### config.mk
export PLATFORM = sky130hd
export DESIGN_NAME = multi_axis_motion_integrator
export DESIGN_NICKNAME = d
export VERILOG_FILES = /design/src/hw/rtl/mai_pkg.sv /design/src/hw/rtl/mai_mul_unit.sv /design/src/hw/rtl/multi_axis_motion_integrator.sv
export SDC_FILE = /design/constraint.sdc
export NUM_CORES = 2
export LEC_CHECK = 0
export BUFFER_PORTS_ARGS = -buffer_cell sky130_fd_sc_hd__buf_4
export CORE_MARGIN = 2
export CORE_UTILIZATION = 50
export DETAILED_ROUTE_END_ITERATION = 6
export GPL_TIMING_DRIVEN = 1
export PLACE_DENSITY = 0.77
export SETUP_SLACK_MARGIN = 0.1
export SYNTH_ARGS = -nofsm -noshare
export SYNTH_HDL_FRONTEND = slang
export SYNTH_SLANG_ARGS = --single-unit
### constraint.sdc
create_clock -name clk -period 12.16 [get_ports clk]
set_input_delay 1.824 -clock clk [delete_from_list [all_inputs] [get_ports clk]]
set_output_delay 1.824 -clock clk [all_outputs]
set_load 0.05 [all_outputs]
### src/hw/rtl/mai_pkg.sv
// Package for the multi-axis motion integrator.
// Holds axis count, request codes, sequencer states and the clamp helper.
// No dependencies.
package mai_pkg;

  localparam int AXIS_COUNT = 4;
  localparam int AXIS_W     = 2;

  localparam logic [1:0] REQ_TICK = 2'd0;
  localparam logic [1:0] REQ_SET  = 2'd1;
  localparam logic [1:0] REQ_READ = 2'd2;

  localparam int POS_W  = 24;
  localparam int VEL_W  = 25;
  localparam int CMD_W  = 32;
  localparam int OPB_W  = 17;
  localparam int PROD_W = VEL_W + OPB_W;
  localparam int SUM_W  = 36;

  typedef enum logic [2:0] {
    ST_IDLE,
    ST_MUL_DAMP,
    ST_ACC,
    ST_MUL_A,
    ST_VEL,
    ST_MUL_V,
    ST_POS,
    ST_RESP
  } state_t;

  // Symmetric clamp of a wide signed value to +-lim.
  function automatic logic signed [VEL_W-1:0] clamp_sym(
    input logic signed [SUM_W-1:0] x,
    input logic [POS_W-1:0]        lim
  );
    logic signed [SUM_W-1:0] hi;
    logic signed [SUM_W-1:0] lo;
    logic signed [SUM_W-1:0] r;
    hi = $signed({{(SUM_W-POS_W){1'b0}}, lim});
    lo = -hi;
    if (x > hi) begin
      r = hi;
    end else if (x < lo) begin
      r = lo;
    end else begin
      r = x;
    end
    return r[VEL_W-1:0];
  endfunction

endpackage

### src/hw/rtl/mai_mul_unit.sv
// Shared signed multiplier with a registered product.
// Depends on mai_pkg for operand widths.
module mai_mul_unit import mai_pkg::*; (
  input  logic                     clk,
  input  logic signed [VEL_W-1:0]  op_a,
  input  logic signed [OPB_W-1:0]  op_b,
  output logic signed [PROD_W-1:0] prod
);

  logic signed [PROD_W-1:0] prod_r;

  always_ff @(posedge clk) begin
    prod_r <= PROD_W'(op_a * op_b);
  end

  assign prod = prod_r;

endmodule

### src/hw/rtl/multi_axis_motion_integrator.sv
// Multi-axis motion integrator, top level.
// A read or index error result goes via the response state to the output
// register once it is free. A tick with nonzero dt steps each axis through
// MUL_DAMP, ACC, MUL_A, VEL, MUL_V and POS on the shared multiplier. Valid sets,
// ignored requests and zero-dt ticks stay idle. A new request is accepted only idle.
// Synchronous active-low reset clears axis and limit registers, but sets min switches.
module multi_axis_motion_integrator import mai_pkg::*; (
  input  logic        clk,
  input  logic        rst_n,
  input  logic        in_tvalid,
  output logic        in_tready,
  // in_tdata: axis_index[1:0], accel_value[33:2], time_step[49:34], zero pad
  input  logic [55:0] in_tdata,
  // in_tuser: req_type[1:0]
  input  logic [1:0]  in_tuser,
  output logic        out_tvalid,
  input  logic        out_tready,
  // out_tdata: position_out[23:0], velocity_out[48:24],
  // commanded_accel_out[80:49], min_switch[81], max_switch[82], zero pad
  output logic [87:0] out_tdata,
  // out_tuser: index_error[0]
  output logic [0:0]  out_tuser,
  input  logic        cfg_we,
  input  logic [1:0]  cfg_index,
  input  logic [63:0] cfg_wdata
);

  state_t state_r, state_nxt;

  logic [63:0]              lim_r [AXIS_COUNT];
  logic [POS_W-1:0]         pos_r [AXIS_COUNT];
  logic signed [VEL_W-1:0]  vel_r [AXIS_COUNT];
  logic signed [CMD_W-1:0]  cmd_r [AXIS_COUNT];
  logic [AXIS_COUNT-1:0]    lsw_r;
  logic [AXIS_COUNT-1:0]    hsw_r;

  logic [AXIS_W-1:0]        cur_r, cur_nxt;
  logic [15:0]              dt_r;
  logic                     err_r;
  logic signed [VEL_W-1:0]  a_r, a_nxt;
  logic signed [VEL_W-1:0]  v_r, v_nxt;
  logic                     out_valid_r, out_valid_nxt;
  logic [87:0]              out_data_r;
  logic                     out_err_r;

  logic [1:0]               in_req;
  logic [AXIS_W-1:0]        in_idx;
  logic signed [CMD_W-1:0]  in_accel;
  logic [15:0]              in_dt;
  logic                     accept;
  logic                     in_idx_bad;
  logic                     set_en;
  logic                     wb_en;
  logic                     out_load;

  logic [POS_W-1:0]         len;
  logic [POS_W-1:0]         smax;
  logic [POS_W-1:0]         amax;
  logic [15:0]              damp;

  logic signed [VEL_W-1:0]  mul_a;
  logic signed [OPB_W-1:0]  mul_b;
  logic signed [PROD_W-1:0] prod;

  logic signed [SUM_W-1:0]  damp_term;
  logic signed [SUM_W-1:0]  vel_sum;
  logic signed [POS_W+2:0]  pos_sum;
  logic                     hit_lo;
  logic                     hit_hi;
  logic [POS_W-1:0]         p_new;
  logic signed [VEL_W-1:0]  v_wb;

  assign in_req   = in_tuser;
  assign in_idx   = in_tdata[1:0];
  assign in_accel = $signed(in_tdata[33:2]);
  assign in_dt    = in_tdata[49:34];

  assign in_tready  = (state_r == ST_IDLE);
  assign accept     = in_tvalid && in_tready;
  assign in_idx_bad = ({1'b0, in_idx} >= (AXIS_W+1)'(AXIS_COUNT));
  assign set_en     = accept && (in_req == REQ_SET) && !in_idx_bad;
  assign wb_en      = (state_r == ST_POS);
  assign out_load   = (state_r == ST_RESP) && (!out_valid_r || out_tready);

  assign len  = {lim_r[cur_r][15:0], 8'h00};
  assign smax = {lim_r[cur_r][31:16], 8'h00};
  assign amax = {lim_r[cur_r][47:32], 8'h00};
  assign damp = lim_r[cur_r][63:48];

  mai_mul_unit u_mul (
    .clk  (clk),
    .op_a (mul_a),
    .op_b (mul_b),
    .prod (prod)
  );

  // Next-state logic.
  always_comb begin
    state_nxt = state_r;
    unique case (state_r)
      ST_IDLE: begin
        if (accept) begin
          if (in_req == REQ_TICK) begin
            if (in_dt != 16'd0) begin
              state_nxt = ST_MUL_DAMP;
            end
          end else if (in_req == REQ_READ || (in_req == REQ_SET && in_idx_bad)) begin
            state_nxt = ST_RESP;
          end
        end
      end
      ST_MUL_DAMP: state_nxt = ST_ACC;
      ST_ACC:      state_nxt = ST_MUL_A;
      ST_MUL_A:    state_nxt = ST_VEL;
      ST_VEL:      state_nxt = ST_MUL_V;
      ST_MUL_V:    state_nxt = ST_POS;
      ST_POS: begin
        if (cur_r == AXIS_W'(AXIS_COUNT - 1)) begin
          state_nxt = ST_IDLE;
        end else begin
          state_nxt = ST_MUL_DAMP;
        end
      end
      ST_RESP: begin
        if (out_load) begin
          state_nxt = ST_IDLE;
        end
      end
      default: state_nxt = ST_IDLE;
    endcase
  end

  // Datapath arithmetic; the product register always holds the previous step's multiply.
  assign damp_term = {{2{prod[PROD_W-1]}}, prod[PROD_W-1:8]};
  assign vel_sum   = {{(SUM_W-VEL_W){vel_r[cur_r][VEL_W-1]}}, vel_r[cur_r]}
                   + {{(SUM_W-(PROD_W-16)){prod[PROD_W-1]}}, prod[PROD_W-1:16]};
  assign pos_sum   = $signed({3'b000, pos_r[cur_r]}) + $signed({prod[PROD_W-1], prod[PROD_W-1:16]});
  assign hit_lo    = (pos_sum <= 0);
  assign hit_hi    = !hit_lo && (pos_sum >= $signed({3'b000, len}));
  assign p_new     = hit_lo ? '0 : (hit_hi ? len : pos_sum[POS_W-1:0]);
  assign v_wb      = (hit_lo || hit_hi) ? '0 : v_r;

  // Step outputs: multiplier operands and working register updates.
  always_comb begin
    mul_a         = v_r;
    mul_b         = {1'b0, dt_r};
    a_nxt         = a_r;
    v_nxt         = v_r;
    cur_nxt       = cur_r;
    out_valid_nxt = out_valid_r;
    if (out_valid_r && out_tready) begin
      out_valid_nxt = 1'b0;
    end
    unique case (state_r)
      ST_IDLE: begin
        if (accept) begin
          cur_nxt = (in_req == REQ_TICK) ? '0 : in_idx;
        end
      end
      ST_MUL_DAMP: begin
        mul_a = vel_r[cur_r];
        mul_b = {1'b0, damp};
        a_nxt = clamp_sym(SUM_W'(cmd_r[cur_r]), amax);
      end
      ST_ACC: begin
        // Damping acts only when the stored command is exactly zero.
        if (cmd_r[cur_r] == '0) begin
          a_nxt = clamp_sym(-damp_term, amax);
        end
      end
      ST_MUL_A: begin
        mul_a = a_r;
      end
      ST_VEL: begin
        v_nxt = clamp_sym(vel_sum, smax);
      end
      ST_MUL_V: begin
        mul_a = v_r;
      end
      ST_POS: begin
        cur_nxt = cur_r + AXIS_W'(1);
      end
      ST_RESP: begin
        if (out_load) begin
          out_valid_nxt = 1'b1;
        end
      end
      default: begin
      end
    endcase
  end

  always_ff @(posedge clk) begin
    if (!rst_n) begin
      state_r     <= ST_IDLE;
      out_valid_r <= 1'b0;
      lsw_r       <= '1;
      hsw_r       <= '0;
      for (int i = 0; i < AXIS_COUNT; i++) begin
        lim_r[i] <= '0;
        pos_r[i] <= '0;
        vel_r[i] <= '0;
        cmd_r[i] <= '0;
      end
    end else begin
      state_r     <= state_nxt;
      out_valid_r <= out_valid_nxt;
      if (cfg_we && ({1'b0, cfg_index} < (AXIS_W+1)'(AXIS_COUNT))) begin
        lim_r[cfg_index[AXIS_W-1:0]] <= cfg_wdata;
      end
      if (set_en) begin
        cmd_r[in_idx] <= in_accel;
      end
      if (wb_en) begin
        pos_r[cur_r] <= p_new;
        vel_r[cur_r] <= v_wb;
        lsw_r[cur_r] <= (p_new == '0);
        hsw_r[cur_r] <= (p_new >= len);
      end
    end
  end

  always_ff @(posedge clk) begin
    cur_r <= cur_nxt;
    a_r   <= a_nxt;
    v_r   <= v_nxt;
    if (accept) begin
      dt_r  <= in_dt;
      err_r <= in_idx_bad;
    end
    if (out_load) begin
      out_err_r <= err_r;
      if (err_r) begin
        out_data_r <= '0;
      end else begin
        out_data_r <= {5'b00000, hsw_r[cur_r], lsw_r[cur_r], cmd_r[cur_r],
                       vel_r[cur_r], pos_r[cur_r]};
      end
    end
  end

  assign out_tvalid   = out_valid_r;
  assign out_tdata    = out_data_r;
  assign out_tuser[0] = out_err_r;

endmodule
After elaboration in Yosys (flattened, before gate mapping)
Memories as Yosys holds them, arrays and structs flattened. A register that Yosys moved wholly into a read port is not among the register bits.
Index checks and enable logic that the tools add are counted.

cells by class
  add/sub/neg operators = 6
  $mul = 1
  order comparisons = 11
  equality and inequality tests = 15
  mux-type cells = 60
  reductions and logical operators = 24

operators by type and width
  kind                 count
  $mux 25              8
  $pmux 25 s2          2
  $mux 24              4
  $neg 24->36          2
  $mux 64              1
  $reduce_or 64->1     1
  $add 25x26->27       2
  $mul 25x17->42       1
  $gt 36x25->1         1
  $lt 27x36->1         1
  $lt 32x36->1         1
  $lt 36x36->1         1
  $neg 34->36          1
  $gt 32x25->1         1
  $logic_not 32->1     1
  $mux 32              1
  $reduce_or 32->1     1
  $ge 27x25->1         1
  $gt 27x25->1         1
  $le 27x1->1 const B  1
  $reduce_or 25->1     1
  $ge 24x24->1         1
  $logic_not 24->1     1
  $pmux 3 s8           1
  other kinds (30)     80

storage, ports and cells
  register bits = 205
  memory bits (writable) = 580
  input bits = 129
  output and inout port bits = 91
  word-level logic and storage cells = 132
  memories = 4

memories
  name   depth  bits a word  rd ports  clocked after Yosys merged registers in  wr ports  RTL line                            RTL
  lim_r  4      64           1         1                                        4         multi_axis_motion_integrator.sv:30  logic [63:0] lim_r [AXIS_COUNT];
  cmd_r  4      32           1         1                                        4         multi_axis_motion_integrator.sv:33  logic signed [CMD_W-1:0] cmd_r [AXIS_COUNT];
  vel_r  4      25           1         1                                        4         multi_axis_motion_integrator.sv:32  logic signed [VEL_W-1:0] vel_r [AXIS_COUNT];
  pos_r  4      24           1         1                                        4         multi_axis_motion_integrator.sv:31  logic [POS_W-1:0] pos_r [AXIS_COUNT];

Logic depth before layout (Yosys ltp)
  depth in word-level cells = 8
  gate-level depth with buffers = 39
  depth with buffers taken out = 29

Modules after synthesis
From an unflattened synthesis, not the netlist that was laid out.

second synthesis, totals
  cells, all modules = 4983
  area total of the unflattened synthesis = 56895.8 µm²

modules (own cells, without submodules)
  module                        instances  cells an instance  area each (µm²)  sequential area each (µm²)
  multi_axis_motion_integrator  1          3259               40901.7          22231.3
  mai_mul_unit                  1          1724               15994.1          840.8

Least setup slack after synthesis
Ideal clock, no wire load.

  kind = reg-to-reg
  from = register with a tool-made name
  to = register u_mul.prod_r[41] (netlist: u_mul.prod[41])
  setup time = 0.121 ns
  arrival = 8.828 ns
  data required time = 12.039 ns
  setup slack = 3.211 ns
  cell stages (with the launch flop) = 33
  buffers on the path = 8
  clock period less this slack = 8.949 ns
  cell sequence = dfxtp_1 > buf_6 > buf_6 > buf_4 > buf_4 > buf_4 > buf_2 > buf_2 > mux4_2 > mux2i_1 > clkbuf_1 > nor2_1 > fa_1 > inv_1 > fa_1 > fa_1 > fa_1 > inv_1 > fa_1 > inv_1 > fa_1 > inv_1 > ha_1 > nand4_1 > or3_1 > a2111oi_0 > o211ai_1 > a21oi_1 > o211ai_1 > o21ai_0 > a21oi_1 > a211o_1 > xnor2_1

RTL lines
  element               RTL line            RTL
  to (signal assigned)  mai_mul_unit.sv:13  prod_r <= PROD_W'(op_a * op_b);
  to (decl)             mai_mul_unit.sv:10  logic signed [PROD_W-1:0] prod_r;

Worst setup path in the final report
  from = register state_r[0]
  to = register u_mul.prod_r[41] (netlist: u_mul.prod[41])

on the way
  cells in the longest elaborated chain, start to end = 3
  elaborated cells between the ends (all ways) = 5
  classes of those cells = 1 x mul; 2 x eq/ne; 2 x mux

RTL lines
  element                                          RTL line                             RTL
  from (decl)                                      multi_axis_motion_integrator.sv:28   state_t state_r, state_nxt;
  from (signal assigned)                           multi_axis_motion_integrator.sv:206  state_r <= state_nxt;
  $eq 3x2->1 / $eq 3x1->1 (equally long branches)  multi_axis_motion_integrator.sv:154  unique case (state_r)
  $pmux 25 s2 / $mux 16 (equally long branches)    multi_axis_motion_integrator.sv:154
  $mul 25x17->42 (*)                               mai_mul_unit.sv:13

Mark *: on every way between the ends. The rest lies on a longest branch, timed or not.
A chain may end at the register's enable or synchronous reset.

==> results.env <==
RUN_STATUS='finished clean'
COREAREA_SQ_UM=110000
TIMING_WORST_SLEW_PIN_VALUE_NS=1.23
ROUTE.DETAILED.DRC=0
DP_HPWL_UM=113000
HTREE_NUM_LEVELS=3
GP_CONGESTION=0.971
SLEW_HEADROOM_PCT=17.9
SETUP_TNS_NS=0
NUMBER_OF_DESIGN_RULE_VIOLATIONS_LEFT_BY_THE_FIRST_DETAILED_ROUTER_ITERATION=4173
DRTPASS1ITERATIONS=5
GRT_ANTENNA_BEFORE_REPAIR=6
CLOCK-ROOT-BUFFER='clkbuf_16'
DIE_H_UM=337
TRITONCTS_NUM_SINKS=779
MOSTFREQUENTLAYOUTCELL='edfxtp_1'
POST_ROUTE_FRACTION_OF_THE_PERIOD_CONSUMED_BY_THE_CRITICAL_PATH_PCT=86.3
NUM_IO_PINS=220
FMAX_GHz=0.0953
GLOBAL_ROUTE.OVERFLOW_TOTAL=0
FIRST_GLOBAL_VIAS=38436
VIAS=38313
CAP_VIOLATIONS=0
WORSTSETUPPATHTYPE='reg2reg'
NUMBER_OF_ENABLE_FLIP_FLOP_CELLS_AFTER_SYNTHESIS=731
YS_SEQ_ELEMENTS=779
CTS_MAX_PATH_BUFFERS=3
FINAL-INSTANCE-COUNT-EXCL-FILL=6555
INITIAL_UTILIZATION_PCT=50.3
DRT.ANTENNA.VIOLATING_NETS=0
RSZ_0062_RAISED_AFTER_GLOBAL_ROUTING='no'
NUM-NETS-FINAL=5846
GRT_USAGE_PCT=27.4
CP_DATA_REQUIRED_TIME_NS=12.70
WORST_SETUP_HOLD_PATH_CLK_SLEW_NS=0.06
CTS_POST_SETUP_BUFFERS_INSERTED=0
CRITICAL_PATH_ARRIVAL_NS=11.03
ROW_COUNT=122
AVGROUTEDWIREPERCELL_UM=23.5
CTS_HOLD_REPAIR_BUFFERS=0
SYN-CELL-AREA_SQ_UM=55500
FINAL_HOLD_VIOLATING_ENDPOINTS=0
MAXSLEWVIOLCOUNT=0
GRT_FIRST_PASS_WIRELENGTH_UM=234000
POSTSYNTHAREAPERCELL_SQ_UM=11.4
SETUP.REG_TO_REG.WORST_SLACK_NS=1.67
WORSTSETUPSTARTPOINTTYPE='flip-flop'
ANTENNA_CELLS=0
DIE_AREA_SQ_UM=114000
HOLD_PATH.CLASS='reg2reg'
LAYOUT-AREA-OVERHEAD-VS-SYNTH_PCT=10.4
PLACEMENT.IO_BUFFERS=207
LAYOUT.CELLS.MOST_COMMON_LIST='edfxtp_1, inv_1, and2_1'
CLK-INSERTION-DELAY-LATE_NS=0.67
CTS_RESIZED=0
SETUP_VIOL_COUNT_FINAL=0
TIMING.CLOCK.SKEW_NS=0.0221
YS_TYPES=94
TOTALWIRELENGTH_UM=154000
CLOCK_TREE_FROM_TRITONCTS='done'
LAYOUT_MIN_CYCLE_TIME_NS=10.49
DIE_W_UM=337
SYNTHFLOPTYPE='edfxtp_1'
SYNTH-SEQ-AREA-SHARE_PCT=41.3
YS_WARN_COUNT=0
CRITICAL_PATH.MAX_FANOUT=25
YS_ASYNC_SR_FRACTION_PCT=0
GRT_MAX_DEGREE=67
NETLIST_INSTANCES=4856
LAYOUT-DRIVE-GT1-SHARE_PCT=13.0
PLACED_CELLS_INCL_TAPS=6409
CTS-BUFFERS-INSERTED=82
NUMBER_OF_VIAS_PER_CELL_AFTER_DETAILED_ROUTING=5.84
END_KIND='flip-flop'
-- area by class of cell --
| class | count | area (sq um) |
|---|---|---|
| sequential | 779 | 22900 |
| tap | 1488 | 1860 |
| inverter | 608 | 2280 |
| multi-input combinational | 3255 | 29500 |
| clock buffer | 105 | 2190 |
| timing repair buffer | 279 | 2110 |
| clock inverter | 41 | 460 |
| fill | 9025 | 49000 |
-- state kept, by name (all words and copies together) (netlist names), 4 cells and up, named ones only --
| name | flops |
|---|---|
| a_r | 25 |
| cmd_r | 128 |
| dt_r | 16 |
| hsw_r | 4 |
| lim_r | 256 |
| lsw_r | 4 |
| out_tdata | 83 |
| pos_r | 96 |
| u_mul.prod | 34 |
| v_r | 25 |
| vel_r | 100 |
-- cells in the mapped netlist (17+ instances only) --
cell	count	share of area [%]
a21o_1	56	0.76
nor2_1	280	1.9
xnor2_1	99	1.6
buf_2	44	0.40
nor2b_1	41	0.46
nand2b_1	35	0.39
nor3_1	84	0.76
o21a_1	50	0.68
a31oi_1	21	0.24
o22ai_1	20	0.23
edfxtp_1	731	40
dfxtp_1	48	1.7
ha_1	321	7.2
xor2_1	26	0.41
nand3_1	50	0.45
nor4_1	29	0.33
and2_1	444	5.0
nand4_1	39	0.44
mux2i_1	76	1.4
fa_1	391	14
nand2_1	405	2.7
clkbuf_1	139	0.94
buf_4	17	0.23
o211ai_1	18	0.24
inv_1	608	4.1
or2_2	23	0.26
and3_1	113	1.3
mux2_2	26	0.53
o21ai_0	110	0.99
mux4_2	147	6.0
a21oi_1	133	1.2
-- per-stage QoR --
step                area, sq um  utilization, %  hold WS, ns  setup slack (ns)
global placement          58700            53.2        0.453              2.00
floorplan                 55600               -        0.438              3.21
detailed placement        58700            53.2        0.467              1.90
global route              61300            55.6        0.499              1.32
finish                    61300            55.6        0.485              1.67
CTS                       61300            55.6        0.478              1.87
-- logic make-up (layout without fill, tap and decap cells) --
group,after synthesis,in the layout,share of synthesized area (%)
AND/OR/NAND/NOR,1617,1617,15.2
buffers and inverters,827,1033,5.95
flip-flops,779,779,41.3
adder cells (fa/ha/maj),712,712,21.3
AO/OA/AOI/OAI,546,546,6.44
multiplexers,249,249,7.86
XOR/XNOR,125,125,1.97
other,1,6,0.00675
-- critical path, stage by stage, from the launching register on --
cell and delay [ns]:
dfxtp_1 0.58, nand2b_2 0.34, nor2_2 0.96, buf_4 0.31, mux2_2 0.68, nand2_1 0.17, fa_1 0.54, inv_1 0.05
fa_1 0.49, inv_1 0.05, fa_1 0.46, fa_1 0.56, inv_1 0.07, fa_1 0.56, inv_1 0.08, fa_1 0.54
inv_1 0.04, ha_1 0.34, nand4_1 0.13, or3_1 0.39, a2111oi_0 0.93, o211ai_1 0.24, a21oi_1 0.41, o211ai_1 0.28
o21ai_0 0.57, a21oi_1 0.14, a211o_1 0.29, xnor2_1 0.12
-- layer usage --
| layer | wire [um] | global-route usage [%] | part of all wire [%] |
|---|---|---|---|
| met1 | 62700 | 38.3 | 41 |
| met4 | 6110 | 10.7 | 4.0 |
| met3 | 15300 | 5.78 | 9.9 |
| met5 | 16 | 0 | 0.010 |
| met2 | 70300 | 42.2 | 46 |
-- worst paths after layout --
check	startpoint	to	depth (start not counted)
worst max-delay path	state_r[0]	u_mul.prod[41]	27
worst min register to register	hsw_r[3]	hsw_r[3]	2
worst min-delay path	hsw_r[3]	hsw_r[3]	2
worst max register to register	state_r[0]	u_mul.prod[41]	27
Power is not shown: default switching activity piles up to over one toggle a cycle in this logic, so the estimate is an artifact.
